--- src/rdkf_pkg.sv ---
// Shared types, constants and coefficient table for the RSSI distance Kalman fuser.
`timescale 1ns / 1ps
`default_nettype none

package rdkf_pkg;

   localparam int DIST_FRAC_BITS = 8;
   localparam int DIST_W         = 18;
   localparam int DIST_SHIFT     = 24 - DIST_FRAC_BITS;
   localparam logic [DIST_W-1:0] DIST_MAX = DIST_W'(999 << DIST_FRAC_BITS);

   localparam int VAR_W = 18;
   localparam logic [VAR_W-1:0] VAR_ONE = VAR_W'(65536);
   localparam logic [VAR_W-1:0] VAR_MAX = VAR_W'(262143);

   // ln(10) in Q24.
   localparam logic [25:0] LN10_Q24 = 26'd38630967;

   // Shift-add multiplier: A is held, B is scanned one bit per cycle.
   localparam int MUL_A_W   = 36;
   localparam int MUL_B_W   = 28;
   localparam int MUL_P_W   = MUL_A_W + MUL_B_W;
   localparam int MUL_CNT_W = $clog2(MUL_B_W);

   // Restoring divider: one quotient bit per cycle.
   localparam int DIV_NUM_W = 35;
   localparam int DIV_DEN_W = 25;
   localparam int DIV_CNT_W = $clog2(DIV_NUM_W);

   typedef enum logic [1:0] {
      ACT_LOCAL  = 2'd0,
      ACT_REMOTE = 2'd1,
      ACT_CLEAR  = 2'd2,
      ACT_QUERY  = 2'd3
   } action_type;

   typedef enum logic [2:0] {
      CSR_RSSI_1M    = 3'd0,
      CSR_RSSI_10M   = 3'd1,
      CSR_LOCAL_TO   = 3'd2,
      CSR_FRESH_TO   = 3'd3,
      CSR_PROC_NOISE = 3'd4,
      CSR_MEAS_NOISE = 3'd5
   } csr_index_type;

   typedef struct packed {
      logic               start;
      logic [MUL_A_W-1:0] a;
      logic [MUL_B_W-1:0] b;
   } mul_req_type;

   typedef struct packed {
      logic               busy;
      logic               done;
      logic [MUL_P_W-1:0] prod;
   } mul_rsp_type;

   typedef struct packed {
      logic                 start;
      logic [DIV_NUM_W-1:0] num;
      logic [DIV_DEN_W-1:0] den;
   } div_req_type;

   typedef struct packed {
      logic                 busy;
      logic                 done;
      logic [DIV_NUM_W-1:0] quo;
   } div_rsp_type;

   // Taylor coefficients 1/k! of e^y in Q24.
   function automatic logic [24:0] taylor_coef(input logic [2:0] idx);
      logic [24:0] c;
      case (idx)
         3'd0:    c = 25'd16777216;
         3'd1:    c = 25'd16777216;
         3'd2:    c = 25'd8388608;
         3'd3:    c = 25'd2796203;
         3'd4:    c = 25'd699051;
         3'd5:    c = 25'd139810;
         3'd6:    c = 25'd23302;
         default: c = 25'd0;
      endcase
      return c;
   endfunction

endpackage

`default_nettype wire

--- src/rdkf_mul.sv ---
// Bit-serial shift-add multiplier, one multiplier bit per cycle.
`timescale 1ns / 1ps
`default_nettype none

module rdkf_mul
   import rdkf_pkg::*;
(
   input  logic        clock,
   input  logic        reset,
   input  mul_req_type req,
   output mul_rsp_type rsp
);

   localparam logic [MUL_CNT_W-1:0] LAST = MUL_CNT_W'(MUL_B_W - 1);

   logic [MUL_A_W-1:0]   a_ff;
   logic [MUL_A_W-1:0]   hi_ff;
   logic [MUL_B_W-1:0]   lo_ff;
   logic [MUL_CNT_W-1:0] cnt_ff;
   logic                 busy_ff;
   logic                 done_ff;
   logic [MUL_A_W:0]     sum_in;

   always_comb begin
      sum_in = {1'b0, hi_ff} + (lo_ff[0] ? {1'b0, a_ff} : '0);
   end

   always_ff @(posedge clock) begin
      if (reset) begin
         busy_ff <= 1'b0;
         done_ff <= 1'b0;
         cnt_ff  <= '0;
      end else begin
         done_ff <= 1'b0;
         if (req.start) begin
            a_ff    <= req.a;
            hi_ff   <= '0;
            lo_ff   <= req.b;
            cnt_ff  <= '0;
            busy_ff <= 1'b1;
         end else if (busy_ff) begin
            hi_ff  <= sum_in[MUL_A_W:1];
            lo_ff  <= {sum_in[0], lo_ff[MUL_B_W-1:1]};
            cnt_ff <= cnt_ff + 1'b1;
            if (cnt_ff == LAST) begin
               busy_ff <= 1'b0;
               done_ff <= 1'b1;
            end
         end
      end
   end

   assign rsp.busy = busy_ff;
   assign rsp.done = done_ff;
   assign rsp.prod = {hi_ff, lo_ff};

endmodule

`default_nettype wire

--- src/rdkf_div.sv ---
// Bit-serial restoring divider, one quotient bit per cycle.
`timescale 1ns / 1ps
`default_nettype none

module rdkf_div
   import rdkf_pkg::*;
(
   input  logic        clock,
   input  logic        reset,
   input  div_req_type req,
   output div_rsp_type rsp
);

   localparam logic [DIV_CNT_W-1:0] LAST = DIV_CNT_W'(DIV_NUM_W - 1);

   logic [DIV_DEN_W-1:0] den_ff;
   logic [DIV_DEN_W-1:0] rem_ff;
   logic [DIV_NUM_W-1:0] q_ff;
   logic [DIV_CNT_W-1:0] cnt_ff;
   logic                 busy_ff;
   logic                 done_ff;
   logic [DIV_DEN_W:0]   rem_sh;
   logic [DIV_DEN_W:0]   rem_diff;
   logic                 fits;

   always_comb begin
      rem_sh   = {rem_ff, q_ff[DIV_NUM_W-1]};
      rem_diff = rem_sh - {1'b0, den_ff};
      fits     = rem_sh >= {1'b0, den_ff};
   end

   always_ff @(posedge clock) begin
      if (reset) begin
         busy_ff <= 1'b0;
         done_ff <= 1'b0;
         cnt_ff  <= '0;
      end else begin
         done_ff <= 1'b0;
         if (req.start) begin
            den_ff  <= req.den;
            rem_ff  <= '0;
            q_ff    <= req.num;
            cnt_ff  <= '0;
            busy_ff <= 1'b1;
         end else if (busy_ff) begin
            rem_ff <= fits ? rem_diff[DIV_DEN_W-1:0] : rem_sh[DIV_DEN_W-1:0];
            q_ff   <= {q_ff[DIV_NUM_W-2:0], fits};
            cnt_ff <= cnt_ff + 1'b1;
            if (cnt_ff == LAST) begin
               busy_ff <= 1'b0;
               done_ff <= 1'b1;
            end
         end
      end
   end

   assign rsp.busy = busy_ff;
   assign rsp.done = done_ff;
   assign rsp.quo  = q_ff;

endmodule

`default_nettype wire

--- src/rssi_distance_kalman_fuser_unit.sv ---
// Top level: RSSI to distance conversion and one-dimensional Kalman fusion.
// A filter update makes nine passes of the serial multiplier and two of the serial divider; with a zero
// gain denominator the second divide is skipped. Without an update, or when the sample seeds the filter,
// the Kalman passes are skipped; clear and query skip all arithmetic.
// One item is worked at a time; the input is free as soon as the result is registered, even
// while that result still waits for the receiver, and a stalled result holds the next one back.
// Synchronous reset restores the register defaults and the filter state; no clearing pass.
`timescale 1ns / 1ps
`default_nettype none

module rssi_distance_kalman_fuser_unit
   import rdkf_pkg::*;
(
   input  logic              clock,
   input  logic              reset,
   input  logic              req_valid,
   output logic              req_stall,
   input  logic [1:0]        req_action,
   input  logic signed [7:0] req_rssi,
   input  logic [31:0]       req_now_ms,
   input  logic              req_connected,
   output logic              rsp_valid,
   input  logic              rsp_stall,
   output logic [17:0]       rsp_fused_distance,
   output logic              rsp_fused_valid,
   output logic [17:0]       rsp_sample_distance,
   output logic              rsp_sample_used,
   output logic signed [7:0] rsp_local_rssi_out,
   output logic              rsp_local_rssi_valid,
   output logic signed [7:0] rsp_remote_rssi_out,
   output logic              rsp_remote_rssi_valid,
   input  logic              csr_we,
   input  logic [2:0]        csr_index,
   input  logic [15:0]       csr_wdata
);

   typedef enum logic [3:0] {
      ST_IDLE, ST_DECIDE, ST_Y_MUL, ST_Y_DIV, ST_H_MUL,
      ST_DIST, ST_K_DIV, ST_K_EST, ST_K_VAR, ST_FINISH
   } state_type;

   state_type state_ff;

   // Configuration registers.
   logic signed [7:0] r1m_ff, r10m_ff;
   logic [15:0]       local_to_ff, fresh_to_ff, q_ff, r_ff;

   // Item fields.
   action_type        act_ff;
   logic signed [7:0] rssi_ff;
   logic [31:0]       now_ff;
   logic              conn_ff;

   // Filter and source state.
   logic [DIST_W-1:0] estimate_ff;
   logic [VAR_W-1:0]  variance_ff;
   logic              started_ff, fused_ok_ff, local_ok_ff, remote_ok_ff;
   logic [31:0]       fused_time_ff, local_time_ff;
   logic signed [7:0] local_level_ff, remote_level_ff;

   // Working registers.
   logic              op_run_ff;
   logic [5:0]        n10_ff;
   logic              dneg_ff;
   logic [7:0]        dmag_ff;
   logic [27:0]       ymag_ff;
   logic              acc_neg_ff;
   logic [35:0]       acc_mag_ff;
   logic [2:0]        idx_ff;
   logic [DIST_W-1:0] sample_ff;
   logic              used_ff;
   logic [18:0]       p_ff;
   logic [16:0]       k_ff;

   // Output register.
   logic              rsp_valid_ff;
   logic [17:0]       o_fused_ff, o_sample_ff;
   logic              o_fvalid_ff, o_used_ff, o_lvalid_ff, o_rvalid_ff;
   logic signed [7:0] o_local_ff, o_remote_ff;

   mul_req_type mul_req;
   mul_rsp_type mul_rsp;
   div_req_type div_req;
   div_rsp_type div_rsp;

   rdkf_mul u_mul (.clock(clock), .reset(reset), .req(mul_req), .rsp(mul_rsp));
   rdkf_div u_div (.clock(clock), .reset(reset), .req(div_req), .rsp(div_rsp));

   // Path-loss exponent and clamped level difference.
   logic signed [8:0] n10_raw, d_raw;
   logic [5:0]        n10_in;
   logic [7:0]        hi_lim, lo_lim;
   logic signed [9:0] d_clamped;
   logic              dneg_in;
   logic [7:0]        dmag_in;
   logic              remote_use;

   always_comb begin
      n10_raw = 9'(r1m_ff) - 9'(r10m_ff);
      if (n10_raw < 9'sd10) begin
         n10_in = 6'd10;
      end else if (n10_raw > 9'sd60) begin
         n10_in = 6'd60;
      end else begin
         n10_in = n10_raw[5:0];
      end
      hi_lim = {1'b0, n10_in, 1'b0} + {2'b0, n10_in};
      lo_lim = {n10_in, 2'b00};
      d_raw  = 9'(r1m_ff) - 9'(rssi_ff);
      if (10'(d_raw) > $signed({2'b0, hi_lim})) begin
         d_clamped = $signed({2'b0, hi_lim});
      end else if (10'(d_raw) < -$signed({2'b0, lo_lim})) begin
         d_clamped = -$signed({2'b0, lo_lim});
      end else begin
         d_clamped = 10'(d_raw);
      end
      dneg_in    = d_clamped[9];
      dmag_in    = dneg_in ? 8'(-d_clamped) : d_clamped[7:0];
      remote_use = !local_ok_ff || ((now_ff - local_time_ff) > {16'b0, local_to_ff});
   end

   // Horner step: acc = round(acc * y) + coefficient, in sign and magnitude.
   logic [MUL_P_W-1:0] h_round;
   logic [24:0]        coef;
   logic signed [37:0] h_val, h_neg;
   logic               acc_neg_in;
   logic [35:0]        acc_mag_in;

   always_comb begin
      h_round = mul_rsp.prod + MUL_P_W'(64'd8388608);
      coef    = taylor_coef(idx_ff);
      if (acc_neg_ff ^ dneg_ff) begin
         h_val = $signed({13'b0, coef}) - $signed({1'b0, h_round[60:24]});
      end else begin
         h_val = $signed({13'b0, coef}) + $signed({1'b0, h_round[60:24]});
      end
      h_neg      = -h_val;
      acc_neg_in = h_val[37];
      acc_mag_in = acc_neg_in ? h_neg[35:0] : h_val[35:0];
   end

   // Polynomial result rounded to the distance format.
   logic [36:0]       dist_round;
   logic [36:0]       dist_sh;
   logic [DIST_W-1:0] dist_in;

   always_comb begin
      dist_round = {1'b0, acc_mag_ff} + 37'(64'd1 << (DIST_SHIFT - 1));
      dist_sh    = dist_round >> DIST_SHIFT;
      if (acc_neg_ff || acc_mag_ff == '0) begin
         dist_in = '0;
      end else if (dist_sh > 37'(DIST_MAX)) begin
         dist_in = DIST_MAX;
      end else begin
         dist_in = dist_sh[DIST_W-1:0];
      end
   end

   // Kalman arithmetic.
   logic [18:0]        p_in;
   logic [24:0]        k_den;
   logic [34:0]        k_num;
   logic signed [18:0] e_diff, e_neg_val;
   logic               e_neg;
   logic [17:0]        e_mag;
   logic [MUL_P_W-1:0] e_round;
   logic [DIST_W-1:0]  est_in;
   logic [MUL_P_W-1:0] v_round;
   logic [VAR_W-1:0]   var_in;
   logic [16:0]        k_comp;

   always_comb begin
      p_in      = {1'b0, variance_ff} + {3'b0, q_ff};
      k_den     = {6'b0, p_ff} + {1'b0, r_ff, 8'b0};
      k_num     = {p_ff, 16'b0} + {11'b0, k_den[24:1]};
      e_diff    = $signed({1'b0, sample_ff}) - $signed({1'b0, estimate_ff});
      e_neg_val = -e_diff;
      e_neg     = e_diff[18];
      e_mag     = e_neg ? e_neg_val[17:0] : e_diff[17:0];
      e_round   = mul_rsp.prod + MUL_P_W'(32768);
      est_in    = e_neg ? estimate_ff - e_round[33:16] : estimate_ff + e_round[33:16];
      v_round   = mul_rsp.prod + MUL_P_W'(32768);
      var_in    = (v_round[34:16] > {1'b0, VAR_MAX}) ? VAR_MAX : v_round[33:16];
      k_comp    = 17'd65536 - k_ff;
   end

   // Operand selection for the shared serial units.
   always_comb begin
      mul_req.start = !op_run_ff && (state_ff == ST_Y_MUL || state_ff == ST_H_MUL ||
                                     state_ff == ST_K_EST || state_ff == ST_K_VAR);
      unique case (state_ff)
         ST_Y_MUL: begin
            mul_req.a = {10'b0, LN10_Q24};
            mul_req.b = {20'b0, dmag_ff};
         end
         ST_K_EST: begin
            mul_req.a = {19'b0, k_ff};
            mul_req.b = {10'b0, e_mag};
         end
         ST_K_VAR: begin
            mul_req.a = {19'b0, k_comp};
            mul_req.b = {9'b0, p_ff};
         end
         default: begin
            mul_req.a = acc_mag_ff;
            mul_req.b = ymag_ff;
         end
      endcase
      div_req.start = !op_run_ff && (state_ff == ST_Y_DIV ||
                                     (state_ff == ST_K_DIV && k_den != '0));
      if (state_ff == ST_K_DIV) begin
         div_req.num = k_num;
         div_req.den = k_den;
      end else begin
         div_req.num = mul_rsp.prod[DIV_NUM_W-1:0] + DIV_NUM_W'(n10_ff[5:1]);
         div_req.den = {19'b0, n10_ff};
      end
   end

   always_ff @(posedge clock) begin
      if (reset) begin
         state_ff        <= ST_IDLE;
         op_run_ff       <= 1'b0;
         rsp_valid_ff    <= 1'b0;
         r1m_ff          <= -8'sd59;
         r10m_ff         <= -8'sd79;
         local_to_ff     <= 16'd3000;
         fresh_to_ff     <= 16'd5000;
         q_ff            <= 16'd3932;
         r_ff            <= 16'd512;
         estimate_ff     <= DIST_MAX;
         variance_ff     <= VAR_ONE;
         started_ff      <= 1'b0;
         fused_ok_ff     <= 1'b0;
         local_ok_ff     <= 1'b0;
         remote_ok_ff    <= 1'b0;
         fused_time_ff   <= '0;
         local_time_ff   <= '0;
         local_level_ff  <= '0;
         remote_level_ff <= '0;
      end else begin
         if (csr_we) begin
            unique case (csr_index)
               CSR_RSSI_1M:    r1m_ff      <= csr_wdata[7:0];
               CSR_RSSI_10M:   r10m_ff     <= csr_wdata[7:0];
               CSR_LOCAL_TO:   local_to_ff <= csr_wdata;
               CSR_FRESH_TO:   fresh_to_ff <= csr_wdata;
               CSR_PROC_NOISE: q_ff        <= csr_wdata;
               CSR_MEAS_NOISE: r_ff        <= csr_wdata;
               default: ;
            endcase
         end

         if (rsp_valid_ff && !rsp_stall && state_ff != ST_FINISH) begin
            rsp_valid_ff <= 1'b0;
         end

         unique case (state_ff)
            ST_IDLE: begin
               if (req_valid) begin
                  act_ff   <= action_type'(req_action);
                  rssi_ff  <= req_rssi;
                  now_ff   <= req_now_ms;
                  conn_ff  <= req_connected;
                  state_ff <= ST_DECIDE;
               end
            end
            ST_DECIDE: begin
               n10_ff    <= n10_in;
               dneg_ff   <= dneg_in;
               dmag_ff   <= dmag_in;
               sample_ff <= '0;
               used_ff   <= 1'b0;
               state_ff  <= ST_FINISH;
               unique case (act_ff)
                  ACT_LOCAL: begin
                     if (conn_ff) begin
                        local_level_ff <= rssi_ff;
                        local_ok_ff    <= 1'b1;
                        local_time_ff  <= now_ff;
                        used_ff        <= 1'b1;
                        state_ff       <= ST_Y_MUL;
                     end
                  end
                  ACT_REMOTE: begin
                     remote_level_ff <= rssi_ff;
                     remote_ok_ff    <= 1'b1;
                     used_ff         <= remote_use;
                     state_ff        <= ST_Y_MUL;
                  end
                  ACT_CLEAR: begin
                     local_ok_ff   <= 1'b0;
                     remote_ok_ff  <= 1'b0;
                     started_ff    <= 1'b0;
                     fused_ok_ff   <= 1'b0;
                     estimate_ff   <= DIST_MAX;
                     fused_time_ff <= '0;
                  end
                  default: ;
               endcase
            end
            ST_Y_MUL: begin
               if (!op_run_ff) begin
                  op_run_ff <= 1'b1;
               end else if (mul_rsp.done) begin
                  op_run_ff <= 1'b0;
                  state_ff  <= ST_Y_DIV;
               end
            end
            ST_Y_DIV: begin
               if (!op_run_ff) begin
                  op_run_ff <= 1'b1;
               end else if (div_rsp.done) begin
                  op_run_ff  <= 1'b0;
                  ymag_ff    <= div_rsp.quo[27:0];
                  acc_neg_ff <= 1'b0;
                  acc_mag_ff <= {11'b0, taylor_coef(3'd6)};
                  idx_ff     <= 3'd5;
                  state_ff   <= ST_H_MUL;
               end
            end
            ST_H_MUL: begin
               if (!op_run_ff) begin
                  op_run_ff <= 1'b1;
               end else if (mul_rsp.done) begin
                  op_run_ff  <= 1'b0;
                  acc_neg_ff <= acc_neg_in;
                  acc_mag_ff <= acc_mag_in;
                  idx_ff     <= idx_ff - 1'b1;
                  if (idx_ff == 3'd0) begin
                     state_ff <= ST_DIST;
                  end
               end
            end
            ST_DIST: begin
               sample_ff <= dist_in;
               p_ff      <= p_in;
               if (!used_ff) begin
                  state_ff <= ST_FINISH;
               end else if (!started_ff) begin
                  // The first sample seeds the filter directly.
                  estimate_ff   <= dist_in;
                  variance_ff   <= VAR_ONE;
                  started_ff    <= 1'b1;
                  fused_ok_ff   <= 1'b1;
                  fused_time_ff <= now_ff;
                  state_ff      <= ST_FINISH;
               end else begin
                  state_ff <= ST_K_DIV;
               end
            end
            ST_K_DIV: begin
               if (!op_run_ff) begin
                  if (k_den == '0) begin
                     k_ff     <= '0;
                     state_ff <= ST_K_EST;
                  end else begin
                     op_run_ff <= 1'b1;
                  end
               end else if (div_rsp.done) begin
                  op_run_ff <= 1'b0;
                  k_ff      <= div_rsp.quo[16:0];
                  state_ff  <= ST_K_EST;
               end
            end
            ST_K_EST: begin
               if (!op_run_ff) begin
                  op_run_ff <= 1'b1;
               end else if (mul_rsp.done) begin
                  op_run_ff   <= 1'b0;
                  estimate_ff <= est_in;
                  state_ff    <= ST_K_VAR;
               end
            end
            ST_K_VAR: begin
               if (!op_run_ff) begin
                  op_run_ff <= 1'b1;
               end else if (mul_rsp.done) begin
                  op_run_ff     <= 1'b0;
                  variance_ff   <= var_in;
                  fused_ok_ff   <= 1'b1;
                  fused_time_ff <= now_ff;
                  state_ff      <= ST_FINISH;
               end
            end
            ST_FINISH: begin
               if (!rsp_valid_ff || !rsp_stall) begin
                  rsp_valid_ff <= 1'b1;
                  o_fused_ff   <= estimate_ff;
                  o_fvalid_ff  <= conn_ff && fused_ok_ff &&
                                  ((now_ff - fused_time_ff) <= {16'b0, fresh_to_ff});
                  o_sample_ff  <= sample_ff;
                  o_used_ff    <= used_ff;
                  o_local_ff   <= local_ok_ff ? local_level_ff : 8'sd0;
                  o_lvalid_ff  <= local_ok_ff;
                  o_remote_ff  <= remote_ok_ff ? remote_level_ff : 8'sd0;
                  o_rvalid_ff  <= remote_ok_ff;
                  state_ff     <= ST_IDLE;
               end
            end
            default: state_ff <= ST_IDLE;
         endcase
      end
   end

   assign req_stall             = (state_ff != ST_IDLE);
   assign rsp_valid             = rsp_valid_ff;
   assign rsp_fused_distance    = o_fused_ff;
   assign rsp_fused_valid       = o_fvalid_ff;
   assign rsp_sample_distance   = o_sample_ff;
   assign rsp_sample_used       = o_used_ff;
   assign rsp_local_rssi_out    = o_local_ff;
   assign rsp_local_rssi_valid  = o_lvalid_ff;
   assign rsp_remote_rssi_out   = o_remote_ff;
   assign rsp_remote_rssi_valid = o_rvalid_ff;

   a_mul_start_idle: assert property (@(posedge clock) disable iff (reset)
      mul_req.start |-> !mul_rsp.busy)
      else $error("multiplier started while busy");

   a_div_start_idle: assert property (@(posedge clock) disable iff (reset)
      div_req.start |-> !div_rsp.busy)
      else $error("divider started while busy");

   a_div_done_state: assert property (@(posedge clock) disable iff (reset)
      div_rsp.done |-> (state_ff == ST_Y_DIV || state_ff == ST_K_DIV))
      else $error("divider finished outside a divide step");

   a_mul_done_state: assert property (@(posedge clock) disable iff (reset)
      mul_rsp.done |-> (state_ff == ST_Y_MUL || state_ff == ST_H_MUL ||
                        state_ff == ST_K_EST || state_ff == ST_K_VAR))
      else $error("multiplier finished outside a multiply step");

   a_estimate_range: assert property (@(posedge clock) disable iff (reset)
      estimate_ff <= DIST_MAX)
      else $error("fused estimate above saturation limit");

endmodule

`default_nettype wire

--- config.mk ---
export PLATFORM = sky130hd
export DESIGN_NAME = rssi_distance_kalman_fuser_unit
export DESIGN_NICKNAME = d
export VERILOG_FILES = /design/src/rdkf_pkg.sv /design/src/rdkf_mul.sv /design/src/rdkf_div.sv /design/src/rssi_distance_kalman_fuser_unit.sv
export SDC_FILE = /design/constraint.sdc
export NUM_CORES = 2
export LEC_CHECK = 0
export CORE_ASPECT_RATIO = 0.75
export CORE_MARGIN = 8
export CORE_UTILIZATION = 65
export DETAILED_ROUTE_END_ITERATION = 16
export DONT_BUFFER_PORTS = 1
export GPL_TIMING_DRIVEN = 0
export PLACE_DENSITY = 0.81
export REMOVE_ABC_BUFFERS = 1
export SYNTH_ARGS = -nofsm -noshare
export SYNTH_HDL_FRONTEND = slang
export SYNTH_SLANG_ARGS = --single-unit
--- constraint.sdc ---
create_clock -name clock -period 20 [get_ports clock]
set_input_delay 4 -clock clock [delete_from_list [all_inputs] [get_ports clock]]
set_output_delay 4 -clock clock [all_outputs]
set_load 0.03 [all_outputs]
Yosys cells after proc, flatten, opt, wreduce, memory -nomap -nowiden --
Cells that the tools add are included.
Cells by class: $add $sub $neg 27, $lt $le $gt $ge 9, eq/ne operators 45, mux-type cells 111, bitwise logic cells 4, reduce and logical (&&, ||, !) cells 70
Operators by type and width (number):
- $mux 18 | 14
- $mux 36 | 7
- $pmux 64 s3 | 1
- $mux 32 | 5
- $pmux 25 s6 | 1
- $pmux 32 s3 | 1
- $mux 4 | 19
- $pmux 18 s2 | 2
- $pmux 36 s2 | 1
- $mux 35 | 2
- $sub 32x32->32 | 2
- $add 61x24->61 const B | 1
- $mux 60 | 1
- $mux 28 | 2
- $pmux 18 s3 | 1
- $mux 17 | 3
- $mux 25 | 2
- $pmux 4 s10 | 1
- $add 25x37->38 | 1
- $mux 38 | 1
- $sub 25x37->38 | 1
- $add 36x16->37 const B | 1
- $add 36x36->37 | 1
- $logic_not 36->1 | 1
- other kinds (74) | 194
Storage, ports and cells: register bits 643, input bits 67, output and inout bits 58, word-level logic and storage cells 321

Longest topological paths before layout --
depth after elaboration 10, gate-level depth with buffers 35, depth with buffers taken out 34

Hierarchy --
From an unflattened synthesis, not the netlist that was laid out.
Unflattened totals: cells, all modules 4906, area, all modules 44037.2 sq um
Modules (own cells, without submodules):
- rssi_distance_kalman_fuser_unit | times used 1, cells each 3928, area an instance 32637.6 sq um
- rdkf_mul | times used 1, cells each 569, area an instance 6348.6 sq um
- rdkf_div | times used 1, cells each 409, area an instance 5051.1 sq um

Least setup slack after synthesis --
No wires, ideal clock.
path type input-to-reg, start point in reset, end point reg o_fused_ff[0], in the netlist rsp_fused_distance[0] (enable), setup time 550 ps, arrival time 8498 ps, required time 19450 ps, path slack 10951 ps, stages 3, buffers on the path 2, path through clkbuf_1 clkbuf_1 nor3b_1
On the way: word-level cells in the longest chain between the ends 2
RTL lines:
- from (decl) | line rssi_distance_kalman_fuser_unit.sv:15 | input logic reset,
- $not 1->1 (no line)
- $reduce_and 3->1 (no line)
- to (signal assigned) | line rssi_distance_kalman_fuser_unit.sv:389 | o_fused_ff <= estimate_ff;
- to (decl) | line rssi_distance_kalman_fuser_unit.sv:77 | logic [17:0] o_fused_ff, o_sample_ff;
No other way between the ends. A chain may end at the register's enable or synchronous reset.

Worst setup path after layout --
start point reg u_mul.lo_ff[25], end point reg acc_mag_ff[17] (data pin)
On the way: word-level cells in the longest chain between the ends 8, elaborated cells on any way between the ends 9, classes of those cells add/sub (4); mux (5)
RTL lines:
- from (decl) | line rdkf_mul.sv:18 | logic [MUL_B_W-1:0] lo_ff;
- from (signal assigned) | line rdkf_mul.sv:38 | lo_ff <= req.b;
- from (signal assigned) | line rdkf_mul.sv:43 | lo_ff <= {sum_in[0], lo_ff[MUL_B_W-1:1]};
- $add 61x24->61 * | line rssi_distance_kalman_fuser_unit.sv:130 | h_round = mul_rsp.prod + MUL_P_W'(64'd8388608);
- $add 25x37->38 or $sub 25x37->38 (tied branches) | line rssi_distance_kalman_fuser_unit.sv:135, rssi_distance_kalman_fuser_unit.sv:133
- $mux 38 * | line rssi_distance_kalman_fuser_unit.sv:132 | if (acc_neg_ff ^ dneg_ff) begin
- $neg 36->36 | line rssi_distance_kalman_fuser_unit.sv:137 | h_neg = -h_val;
- $mux 36 * | line rssi_distance_kalman_fuser_unit.sv:139 | acc_mag_in = acc_neg_in ? h_neg[35:0] : h_val[35:0];
- $mux 36 * | line rssi_distance_kalman_fuser_unit.sv:325 | end else if (mul_rsp.done) begin
- $mux 36 * | line rssi_distance_kalman_fuser_unit.sv:323 | if (!op_run_ff) begin
- $pmux 36 s2 * | line rssi_distance_kalman_fuser_unit.sv:258 | unique case (state_ff)
- to (signal assigned) | line rssi_distance_kalman_fuser_unit.sv:317 | acc_mag_ff <= {11'b0, taylor_coef(3'd6)};
- to (signal assigned) | line rssi_distance_kalman_fuser_unit.sv:328 | acc_mag_ff <= acc_mag_in;
- to (decl) | line rssi_distance_kalman_fuser_unit.sv:68 | logic [35:0] acc_mag_ff;
Mark *: on every way between the ends. The rest lies on a longest branch, timed or not. The select of a mux whose other input is x is not followed.

==> summary.txt <==
Logic synthesis
  – Post-synth EDFFs: 422
  – Share of flip-flops with an asynchronous set or reset: 0%
  – Ys flop type: edfxtp_1
  – Post-Synth Adder-Cell Area: 9.59%
  – Avg Inst Size Synth: 8.80 um^2
  – Post-synthesis compound-gate area fraction: 17.8%
  – Area leader, netlist: edfxtp_1
  – Post-synthesis sequential area ratio: 39.5%
  – Synthesized flop and latch total: 643
  – Syn Inst Count: 4925
  – Mux cell area share after synthesis: 0.682%
  – Top post-synthesis cells by area: edfxtp_1 29%, dfxtp_1 10%, ha_1 8.9%, a21oi_1 5.2%, nand2_1 5.1%
  – Simple-gate area share of the yosys netlist: 20.0%
  – Top cells by count, synth: 593 x nand2_1, 451 x a21oi_1, 441 x nor2_1
  – Share of the synthesized area in the top cell type: 29.2%
  – Yosys warning total: 0
  – Synth Cell Area: 43300 um^2
  – Xor/xnor cell area share of the yosys netlist: 7.65%
  – Main combinational cell family by area after synthesis: simple AND/OR/NAND/NOR gates
  – Yosys cell types: 107
  – Top-count cell post-synth: nand2_1

Timing
  – Final worst slack: 11.29 ns
  – RSZ-0062 raised after global routing: false
  – Final Cycle Share: 43.5%
  – Finish-stage setup viols: 0
  – Relative slew margins: -2.49%
  – Min cycle time layout: 8.71 ns
  – F_max: 0.115 GHz
  – Hold Violations, Final: 0
  – Post-route clock skew: 0.0578 ns
  – Fin. max-slew vios: 11
  – Fin Setup TNS: 0 ns
  – Worst slew pin tran: 1.53 ns

CTS
  – CTS H-tree lvls: 3
  – Clock-pin slew reported for the worst setup and hold paths after clock tree synthesis: 0.06 ns
  – Insertion delay to the later sink of the worst-skew pair: 0.65 ns
  – Num CTS Buffers: 66
  – TritonCTS clock tree: yes
  – Hold buffers post-CTS: 0
  – Setup bufs post-CTS: 0
  – # resized after CTS: 0
  – CTS Root Cell: clkbuf_16
  – CTS Buffer Depth: 3
  – CTS Sinks: 643

Global route
  – GRT Total Usage: 31.1%
  – Largest net degree at the start of global routing: 220
  – Initial antenna violation count: 2
  – Overflow after GRT: 0
  – First-pass GRT wire length: 188 mm
  – Vias in the first global route: 34165

Placed design
  – Pre-CTS setup slack: 11.38 ns
  – Routability cong.: 0.972
  – Post-DP HPWL: 90.7 mm
  – IO buf count: 0

Die
  – Num ports: 125
  – Die ar.: 75300 um^2
  – Rows: 82
  – Die Span Y: 240 um
  – Die span in x: 314 um
  – Starting Density: 65.3%
  – Core ar.: 66400 um^2

Job
  – Max-Cap Viols: 1

Critical path
  – WP data arrival: 9.16 ns
  – Crit path launch type: flip-flop
  – Worst EP required: 20.45 ns
  – CP endpoint kind: flip-flop
  – WS Path Type: flip-flop to flip-flop
  – Max FO, Critical Path: 28

Finish
  – Layout cell share with drive strength beyond 1: 5.18%
  – Post-layout nets: 5224
  – Synth-to-Final Area Change: 7.90%
  – Ant diodes: 0
  – Fillers: 5032

Routing
  – Vias/cell: 6.42
  – Drt pass-1 iters: 8
  – DRC: 0
  – Avg WL per Cell: 21.0 um
  – 1st-iter DRT viols: 4681
  – Antenna viol nets, final: 0
  – Vias: 37018
  – Final WL: 121 mm

Power and ir drop
  – Power Dens Cells: 121 nW/um^2
  – Leak Pwr: 17.8 nW
  – Maximum vdd drop: 0.0000930 V

Worst hold path
  – Min-delay worst type: flip-flop to flip-flop

Outcome
  – Outcome: complete, but fails checks
  – Failing checks: max-capacitance violations, max-slew violations
==> report_power, final <==
group	switching, mW	internal, mW
clock network	0.556	0.729
logic	1.53	0.965
registers	0.219	1.66
total	2.31	3.36
==> through the flow <==
stage / instances / util, % / hold WS (ns) / power [mW] / area (um^2)
2_1_floorplan: 4726 / - / 0.426 / 3.62 / 42500
3_3_place_gp: 5608 / 65.7 / 0.431 / 4.19 / 43600
3_5_place_dp: 5646 / 67.0 / 0.432 / 4.30 / 44500
4_1_cts: 5765 / 70.4 / 0.448 / 5.60 / 46700
5_1_grt: 5767 / 70.4 / 0.460 / 5.96 / 46800
6_report: 5767 / 70.4 / 0.446 / 5.66 / 46800
==> worst paths after layout <==
kind	cells after the start	endpoint	start	slack, ns
worst max-delay path	21	acc_mag_ff[17]	u_mul.lo_ff[25]	11.29
worst min-delay path	2	local_time_ff[25]	local_time_ff[25]	0.45
worst max register to register	21	acc_mag_ff[17]	u_mul.lo_ff[25]	11.29
worst min register to register	2	local_time_ff[25]	local_time_ff[25]	0.45
==> flip-flops by register name, summed over array words and instances (netlist names), 17 cells and up <==
name                 flops
variance_ff             18
local_time_ff           32
fused_time_ff           32
u_mul.lo_ff             28
u_div.den_ff            25
u_mul.hi_ff             36
p_ff                    19
estimate_ff             18
acc_mag_ff              36
now_ff                  32
u_div.rem_ff            25
u_div.q_ff              35
ymag_ff                 28
k_ff                    17
sample_ff               18
rsp_fused_distance      18
rsp_sample_distance     18
u_mul.a_ff              36
==> cells in the final DEF (no fill, tap or decap), drive strengths merged, types with 55 or more instances in the layout <==
cell	instances
a21o	67
xor2	134
clkbuf	81
inv	343
nor2	442
nor3	91
and2	122
edfxtp	422
a21oi	452
nand3	138
o21ai	251
nor2b	60
ha	309
dfxtp	221
nand2	595
and3	55
xnor2	240
==> kinds of logic (layout without fill, tap and decap cells) <==
group           Yosys count  after routing
compound gates         1217           1217
xor+xnor                375            375
fa+ha+maj               324            324
buf+inv                 536            496
flops                   643            643
mux                      29             29
other cells               1              1
simple gates           1800           1800
==> worst max-delay path, stage by stage, from the launching register on <==
cell,delay [ns]
edfxtp_1,0.75
nand3_1,0.66
nor3_2,0.70
a31oi_1,0.30
nor4_4,0.74
inv_1,0.18
o21ai_0,0.26
xnor2_1,0.13
ha_1,0.47
and2_1,0.19
nor3b_1,0.31
nor4b_1,0.33
or2_2,0.23
nand2_1,0.14
a221oi_4,0.46
a41oi_2,0.38
nor4_1,0.53
and4b_1,0.33
nor2_4,0.52
nor4_1,0.14
or4_1,0.53
a21oi_1,0.21
==> final cells by class <==
type                            count  area, um^2  area share [%]
Tap cell                          882        1100            2.36
Timing Repair Buffer               40         643            1.38
Clock inverter                     38         422           0.902
Sequential cell                   643       17100            36.6
Multi-Input combinational cell   3746       24400            52.2
Inverter                          337        1260            2.71
Clock buffer                       81        1830            3.92
==> per-layer routing <==
layer	up-vias	routed length [um]	global-route usage, %
met2	1936	52100	47.4
met5	-	8	0
li1	17393	-	-
met4	2	4380	10.4
met3	286	13900	7.23
met1	17401	50800	43.4
(Power assumes the default switching activity.)
